[config.mk]
export PLATFORM = sky130hd
export DESIGN_NAME = double_ended_queue_flat
export DESIGN_NICKNAME = d
export VERILOG_FILES = /design/src/rtl/dq_pkg.sv /design/src/rtl/dq_cmd_if.sv /design/src/rtl/dq_res_if.sv /design/src/rtl/dq_cell.sv /design/src/rtl/double_ended_queue.sv /design/src/flat_wrapper.sv
export SDC_FILE = /design/constraint.sdc
export NUM_CORES = 1
export LEC_CHECK = 0
export ABC_AREA = 1
export CORE_ASPECT_RATIO = 1.2
export CORE_MARGIN = 1
export CORE_UTILIZATION = 45
export DETAILED_ROUTE_END_ITERATION = 7
export DONT_BUFFER_PORTS = 1
export SYNTH_ARGS = -nofsm -noshare
export SYNTH_HDL_FRONTEND = slang
export SYNTH_SLANG_ARGS = --single-unit
[constraint.sdc]
create_clock -name clk -period 5.65 [get_ports clk]
set_input_delay 1.13 -clock clk [delete_from_list [all_inputs] [get_ports clk]]
set_output_delay 1.13 -clock clk [all_outputs]
set_load 0.01 [all_outputs]
[src/rtl/dq_pkg.sv]
// Package for the double-ended queue: field widths, command and status codes,
// and the per-cell control type. Used by the interfaces, the cell and the top level.
package dq_pkg;

	localparam int DEPTH_DEF = 16;
	localparam int DATA_W    = 32;
	localparam int CMD_W     = 3;
	localparam int STATUS_W  = 2;

	typedef enum logic [CMD_W-1:0] {
		CMD_PUSH_FRONT = 3'd0,
		CMD_PUSH_BACK  = 3'd1,
		CMD_POP_FRONT  = 3'd2,
		CMD_POP_BACK   = 3'd3,
		CMD_LIST       = 3'd4
	} cmd_t;

	typedef enum logic [STATUS_W-1:0] {
		ST_OK    = 2'd0,
		ST_FULL  = 2'd1,
		ST_EMPTY = 2'd2
	} status_t;

	// Operation broadcast to every cell in the same cycle
	typedef enum logic [2:0] {
		CELL_HOLD,
		CELL_SHR,
		CELL_SHL,
		CELL_ROT,
		CELL_PUT
	} cell_op_t;

	typedef struct packed {
		cell_op_t op;
		logic     sel;
	} cell_ctrl_t;

endpackage

[src/rtl/dq_cmd_if.sv]
// Command channel of the double-ended queue: valid/ready handshake and request payload.
// Depends on dq_pkg.
interface dq_cmd_if;
	logic                        valid;
	logic                        ready;
	logic [dq_pkg::CMD_W-1:0]    cmd;
	logic signed [dq_pkg::DATA_W-1:0] push_value;

	modport source (output valid, output cmd, output push_value, input ready);
	modport sink   (input valid, input cmd, input push_value, output ready);
endinterface

[src/rtl/dq_res_if.sv]
// Result channel of the double-ended queue: valid/ready handshake and result payload.
// Depends on dq_pkg.
interface dq_res_if;
	logic                              valid;
	logic                              ready;
	logic signed [dq_pkg::DATA_W-1:0]  elem_value;
	logic [dq_pkg::STATUS_W-1:0]       status;
	logic                              last;

	modport source (output valid, output elem_value, output status, output last, input ready);
	modport sink   (input valid, input elem_value, input status, input last, output ready);
endinterface

[src/rtl/dq_cell.sv]
// One storage cell of the queue chain; holds a single element and trades it with
// its neighbours. Depends on dq_pkg.
module dq_cell (
	input  logic                              clk,
	input  dq_pkg::cell_ctrl_t                ctrl,
	input  logic signed [dq_pkg::DATA_W-1:0]  left_val,
	input  logic signed [dq_pkg::DATA_W-1:0]  right_val,
	input  logic signed [dq_pkg::DATA_W-1:0]  head_val,
	input  logic signed [dq_pkg::DATA_W-1:0]  push_val,
	output logic signed [dq_pkg::DATA_W-1:0]  val
);
	import dq_pkg::*;

	logic signed [DATA_W-1:0] val_q;

	always_ff @(posedge clk) begin
		case (ctrl.op)
			CELL_SHR: val_q <= left_val;
			CELL_SHL: val_q <= right_val;
			// wrap the head round to the tail position
			CELL_ROT: val_q <= ctrl.sel ? head_val : right_val;
			CELL_PUT: if (ctrl.sel) begin
				val_q <= push_val;
			end
			default: val_q <= val_q;
		endcase
	end

	assign val = val_q;

endmodule

[src/rtl/double_ended_queue.sv]
// Channel   | Dir | Payload                        | Handshake
// request   | in  | cmd, push_value                | valid/ready
// result    | out | elem_value, status, last       | valid/ready
//
// Push and pop requests give one result each. A listing is accepted and then
// streams each held element in turn from the head of the cell chain as the chain
// rotates, pausing while the result is stalled; request ready stays low meanwhile.
// Reset clears the element count and control state; cell contents are not reset.
// A stalled result register holds its item and blocks further requests.
// Top level of the double-ended queue. Depends on dq_pkg, dq_cmd_if, dq_res_if, dq_cell.
module double_ended_queue #(
	parameter int DEPTH = dq_pkg::DEPTH_DEF
) (
	input  logic           clk,
	input  logic           arst_n,
	dq_cmd_if.sink         request,
	dq_res_if.source       result
);
	import dq_pkg::*;

	localparam int CW = $clog2(DEPTH + 1);

	typedef enum logic {S_IDLE, S_LIST} state_t;

	state_t                   state_q;
	logic [CW-1:0]            count_q;
	logic [CW-1:0]            remain_q;
	logic                     res_valid_q;
	logic signed [DATA_W-1:0] res_value_q;
	status_t                  res_status_q;
	logic                     res_last_q;

	logic                     in_fire;
	logic                     slot_free;
	logic                     full;
	logic                     empty;
	cell_op_t                 op;
	logic signed [DATA_W-1:0] cell_val [DEPTH];
	cell_ctrl_t               ctrl [DEPTH];

	assign slot_free     = !res_valid_q || result.ready;
	assign request.ready = (state_q == S_IDLE) && slot_free;
	assign in_fire       = request.valid && request.ready;
	assign full          = (count_q == CW'(DEPTH));
	assign empty         = (count_q == '0);

	always_comb begin
		op = CELL_HOLD;
		if (in_fire) begin
			case (request.cmd)
				CMD_PUSH_FRONT: if (!full) op = CELL_SHR;
				CMD_PUSH_BACK:  if (!full) op = CELL_PUT;
				CMD_POP_FRONT:  if (!empty) op = CELL_SHL;
				default:        op = CELL_HOLD;
			endcase
		end else if (state_q == S_LIST && slot_free) begin
			op = CELL_ROT;
		end
	end

	for (genvar i = 0; i < DEPTH; i++) begin : g_cell
		logic signed [DATA_W-1:0] left_v;
		logic signed [DATA_W-1:0] right_v;

		assign ctrl[i].op  = op;
		assign ctrl[i].sel = (op == CELL_PUT && count_q == CW'(i))
			|| (op == CELL_ROT && count_q == CW'(i + 1));

		if (i == 0) begin : g_first
			assign left_v = request.push_value;
		end else begin : g_mid
			assign left_v = cell_val[i-1];
		end
		if (i == DEPTH - 1) begin : g_end
			assign right_v = cell_val[i];
		end else begin : g_inner
			assign right_v = cell_val[i+1];
		end

		dq_cell u_cell (
			.clk       (clk),
			.ctrl      (ctrl[i]),
			.left_val  (left_v),
			.right_val (right_v),
			.head_val  (cell_val[0]),
			.push_val  (request.push_value),
			.val       (cell_val[i])
		);
	end

	always_ff @(posedge clk or negedge arst_n) begin
		if (!arst_n) begin
			state_q      <= S_IDLE;
			count_q      <= '0;
			remain_q     <= '0;
			res_valid_q  <= 1'b0;
			res_value_q  <= '0;
			res_status_q <= ST_OK;
			res_last_q   <= 1'b0;
		end else begin
			if (result.ready) begin
				res_valid_q <= 1'b0;
			end
			unique case (state_q)
				S_IDLE: if (in_fire) begin
					res_value_q <= '0;
					res_last_q  <= 1'b1;
					unique case (request.cmd)
						CMD_PUSH_FRONT, CMD_PUSH_BACK: begin
							res_valid_q  <= 1'b1;
							res_status_q <= full ? ST_FULL : ST_OK;
							if (!full) begin
								count_q <= count_q + 1'b1;
							end
						end
						CMD_POP_FRONT, CMD_POP_BACK: begin
							res_valid_q  <= 1'b1;
							res_status_q <= empty ? ST_EMPTY : ST_OK;
							if (!empty) begin
								count_q <= count_q - 1'b1;
							end
						end
						CMD_LIST: begin
							if (empty) begin
								res_valid_q  <= 1'b1;
								res_status_q <= ST_EMPTY;
							end else begin
								remain_q <= count_q;
								state_q  <= S_LIST;
							end
						end
						default: ; // drop unknown commands
					endcase
				end
				S_LIST: if (slot_free) begin
					res_valid_q  <= 1'b1;
					res_value_q  <= cell_val[0];
					res_status_q <= ST_OK;
					res_last_q   <= (remain_q == CW'(1));
					remain_q     <= remain_q - 1'b1;
					if (remain_q == CW'(1)) begin
						state_q <= S_IDLE;
					end
				end
				default: state_q <= S_IDLE;
			endcase
		end
	end

	assign result.valid      = res_valid_q;
	assign result.elem_value = res_value_q;
	assign result.status     = res_status_q;
	assign result.last       = res_last_q;

endmodule

[src/flat_wrapper.sv]
// flat-port wrapper written by rule: the top's interface ports become plain ports
module double_ended_queue_flat import dq_pkg::*;
#(
	parameter int DEPTH = dq_pkg::DEPTH_DEF
)
  (clk, arst_n, request_valid, request_cmd, request_push_value, request_ready, result_valid, result_elem_value, result_status, result_last, result_ready);
  dq_cmd_if request_i ();
  dq_res_if result_i ();
  input  logic clk;
  input  logic arst_n;
  input wire logic [$bits(request_i.valid)-1:0] request_valid;
  input wire logic [$bits(request_i.cmd)-1:0] request_cmd;
  input wire logic [$bits(request_i.push_value)-1:0] request_push_value;
  output wire logic [$bits(request_i.ready)-1:0] request_ready;
  output wire logic [$bits(result_i.valid)-1:0] result_valid;
  output wire logic [$bits(result_i.elem_value)-1:0] result_elem_value;
  output wire logic [$bits(result_i.status)-1:0] result_status;
  output wire logic [$bits(result_i.last)-1:0] result_last;
  input wire logic [$bits(result_i.ready)-1:0] result_ready;
  assign request_i.valid = request_valid;
  assign request_i.cmd = request_cmd;
  assign request_i.push_value = request_push_value;
  assign request_ready = request_i.ready;
  assign result_valid = result_i.valid;
  assign result_elem_value = result_i.elem_value;
  assign result_status = result_i.status;
  assign result_last = result_i.last;
  assign result_i.ready = result_ready;
  double_ended_queue #(.DEPTH(DEPTH)) u_core (.clk(clk), .arst_n(arst_n), .request(request_i), .result(result_i));
endmodule
==> flow_metrics.py <==
metrics = {
    "clock_tree": {
        "cts_tree": "yes",
        "cts-hold-fix-buffers": 0,
        "cts-root-buf": "clkbuf_16",
        "post_cts.repair.setup_buffers": 0,
        "cts.sinks": 559,
        "clockBufferDepth": 3,
        "htreeDepth": 3,
        "cts_resized": 0,
        "cts_buffers": 66,
        "path_clk_slew_ns": 0.06,
        "worstSkewPairLatency_ns": 0.61,
    },
    "floorplan": {
        "io_pins": 76,
        "rows": 109,
        "die_h_um": 300,
        "start_util": 0.454,
        "die_area_mm2": 0.0753,
        "die_w_um": 251,
        "fp.coreArea_mm2": 0.0735,
    },
    "setup_path": {
        "worstReg2RegStart": "u_core.count_q[0]$_DFFE_PN0P_",
        "critical_path_arrival_ns": 4.23,
        "crit_path_max_incr_delay_ns": 1.02,
        "r2r_cells": 9,
        "crit_family": "buffers and inverters",
        "crit_path_cell_trace": "inv_1, ha_1, nand2_1, nor2_4, nor2_8, nand2_4, inv_2, a31oi_4, buf_4",
        "cpMaxStageDelayCell": "a31oi_4",
        "worst-path-buf-inv": 3,
        "critPathLaunchType": "flop",
        "r2r_end": "u_core.g_cell[11].u_cell.val[10]$_DFFE_PP_",
        "cp_max_fo": 19,
        "worstSetupEndpointType": "flop",
        "path_class": "reg -> reg",
        "cp.required_ns": 5.92,
        "r2r_slack_ns": 1.70,
    },
    "detailed_routing": {
        "routed_via_density": 5.58,
        "drc_errors": 0,
        "dr.pass1.iters": 6,
        "drtIter0Drc": 3157,
        "drt_wl_total_mm": 114,
        "ant_nets": 0,
        "vias": 28000,
        "wl_per_cell_um": 22.7,
    },
    "power_and_ir_drop": {
        "p_int_mw": 11.0,
        "p_clk_frac": 0.232,
        "p_leak_nw": 15.0,
        "ir_worst_vdd_mv": 0.313,
        "power.density_mw_per_mm2": 503,
        "power.net_switching_mw": 7.25,
        "swShare": 0.398,
        "pwr-share-seq": 0.396,
        "combPwrFrac": 0.372,
    },
    "layout": {
        "final_cell_mix": "nand2_1 (1126), nand3_1 (919), inv_1 (593), edfxtp_1 (512), or2_0 (186)",
        "layout.cells.most_common": "nand2_1",
        "fin_nets": 4074,
        "insertedDiodeCount": 0,
        "area_growth_pct": 8.61,
        "final_core_util": 0.493,
        "final_layout_size_suffix_gt1_frac": 0.0755,
    },
    "place": {
        "io_buffer_count": 0,
        "dp_hpwl_mm": 68.5,
        "gp_congestion": 0.864,
    },
    "sta": {
        "min_period_over_period": 0.700,
        "finalSetupViolations": 0,
        "fin_setup_tns_ns": 0,
        "slew_headroom": 0.173,
        "hold_viol_final": 0,
        "max_freq_mhz": 253,
        "worstMarginPinSlew_ns": 1.24,
        "final_max_slew_viol_count": 0,
        "min_period_ns": 3.95,
        "fin_worst_skew_ns": 0.0244,
        "rsz0062_at_grt": "false",
    },
    "yosys": {
        "synth_edf_count": 512,
        "synth_top_cells_by_area": "edfxtp_1 (46%), nand3_1 (14%), nand2_1 (13%)",
        "yosysUniqueCellTypes": 40,
        "seq_area_frac_synth": 0.496,
        "synth_flop_cell": "edfxtp_1",
        "syn_inst": 4162,
        "synth.net_count": 4209,
        "postSynthAreaPerCell_um2": 8.02,
        "synth_top_area_frac": 0.460,
        "syn-cell-area_mm2": 0.0334,
        "synth_seq_cells": 559,
        "synth_area_leader_cell": "edfxtp_1",
        "synth_warnings": 0,
        "async_flop_share": 0.0841,
    },
    "global_route": {
        "antenna_found_initial": 3,
        "grt_overflow": 0,
        "grt_usage": 0.302,
        "grt_start_max_net_pins": 205,
        "grt_pass1_vias": 27000,
        "grt_pass1_wl_mm": 171,
    },
    "worst_hold_path": {
        "min_path_type": "in -> async",
    },
    "run": {
        "drv_cap": 0,
    },
    "run_status": {
        "run_status": "completed",
    },
}
[worst max path at each step]
stage	startpoint	endpoint	slack, ns	depth (start not counted)
finish	u_core.count_q[0]$_DFFE_PN0P_	u_core.g_cell[11].u_cell.val[10]$_DFFE_PP_	1.70	9
global route	u_core.count_q[0]$_DFFE_PN0P_	u_core.g_cell[11].u_cell.val[10]$_DFFE_PP_	1.52	9
CTS	u_core.count_q[0]$_DFFE_PN0P_	u_core.g_cell[11].u_cell.val[10]$_DFFE_PP_	1.69	9
detailed placement	result_ready	u_core.g_cell[11].u_cell.val[15]$_DFFE_PP_	1.34	8
global placement	result_ready	u_core.g_cell[15].u_cell.val[20]$_DFFE_PP_	1.39	9
floorplan	result_ready	u_core.g_cell[0].u_cell.val[0]$_DFFE_PP_	0.86	8
[synth_stat cells (12+ instances only)]
cell type and n:
nand2_1 1148, nand3_1 920, inv_1 593, edfxtp_1 512, or2_0 186, or2_1 154
clkbuf_1 119, buf_2 102, nor2_1 55, o21ai_0 52, dfrtp_1 47, or2_2 45
nor3_1 35, nand3b_1 31, a21oi_4 28, buf_4 27, clkbuf_2 18, a31oi_1 14
buf_6 12
[power groups by stage]
stage / Sequential (mW) / Combinational, mW / Clock [mW]
after floorplan: 7.07 / 4.84 / 0
after global placement: 7.28 / 6.64 / 0
after detailed placement: 7.28 / 6.72 / 0
after CTS: 7.21 / 6.75 / 4.29
after global routing: 7.34 / 7.56 / 4.45
final: 7.23 / 6.78 / 4.23
[sequential cells by signal, indices dropped and copies added, names as in the netlist]
| signal | cells |
|---|---|
| u_core.count_q | 5 |
| u_core.result.last | 1 |
| u_core.result.status | 2 |
| u_core.remain_q | 5 |
| u_core.result.elem_value | 32 |
| u_core.g_cell.u_cell.val | 512 |
| u_core.result.valid | 1 |
| u_core.state_q | 1 |
[per-layer routing]
layer  GRT usage  part of all wire  up-vias
met5           0           0.00018        -
met4       0.139             0.044        4
met1       0.399              0.41    13400
li1            -                 -    13100
met3      0.0496             0.082      245
met2       0.485              0.46     1225
[cell type report]
| type | count | area (um^2) |
|---|---|---|
| well taps | 943 | 1180 |
| inverters | 603 | 2270 |
| multi-input cells | 2720 | 13500 |
| clock buffers | 93 | 1830 |
| clock inverters | 27 | 235 |
| flip-flops and latches | 559 | 16600 |
| repair buffers | 77 | 703 |
| fillers | 7135 | 37200 |
[cell families after synthesis]
group | count (synthesis) | synth area share
AO/OA/AOI/OAI | 113 | 0.0282
XOR/XNOR | 5 | 0.00131
adder cells (fa/ha/maj) | 8 | 0.00300
buffers and inverters | 883 | 0.110
flip-flops | 559 | 0.496
AND/OR/NAND/NOR | 2594 | 0.362
[worst reg2reg max path, stage by stage (launching register included)]
cell,delay (ns)
dfrtp_1,0.43
inv_1,0.18
ha_1,0.19
nand2_1,0.10
nor2_4,0.24
nor2_8,0.10
nand2_4,0.44
inv_2,0.46
a31oi_4,1.03
buf_4,0.44
[per-stage QoR]
stage	power [mW]	worst slack (ns)	hold slack (ns)	instance area [um^2]	std cells
finish	18.2	1.70	0.212	36300	5022
global route	19.3	1.52	0.196	36300	5022
CTS	18.2	1.69	0.185	36300	5022
detailed placement	14.0	1.34	0.535	34200	4902
global placement	13.9	1.39	0.536	34200	4902
floorplan	11.9	0.859	0.474	33400	4162
(Power assumes the default switching activity.)
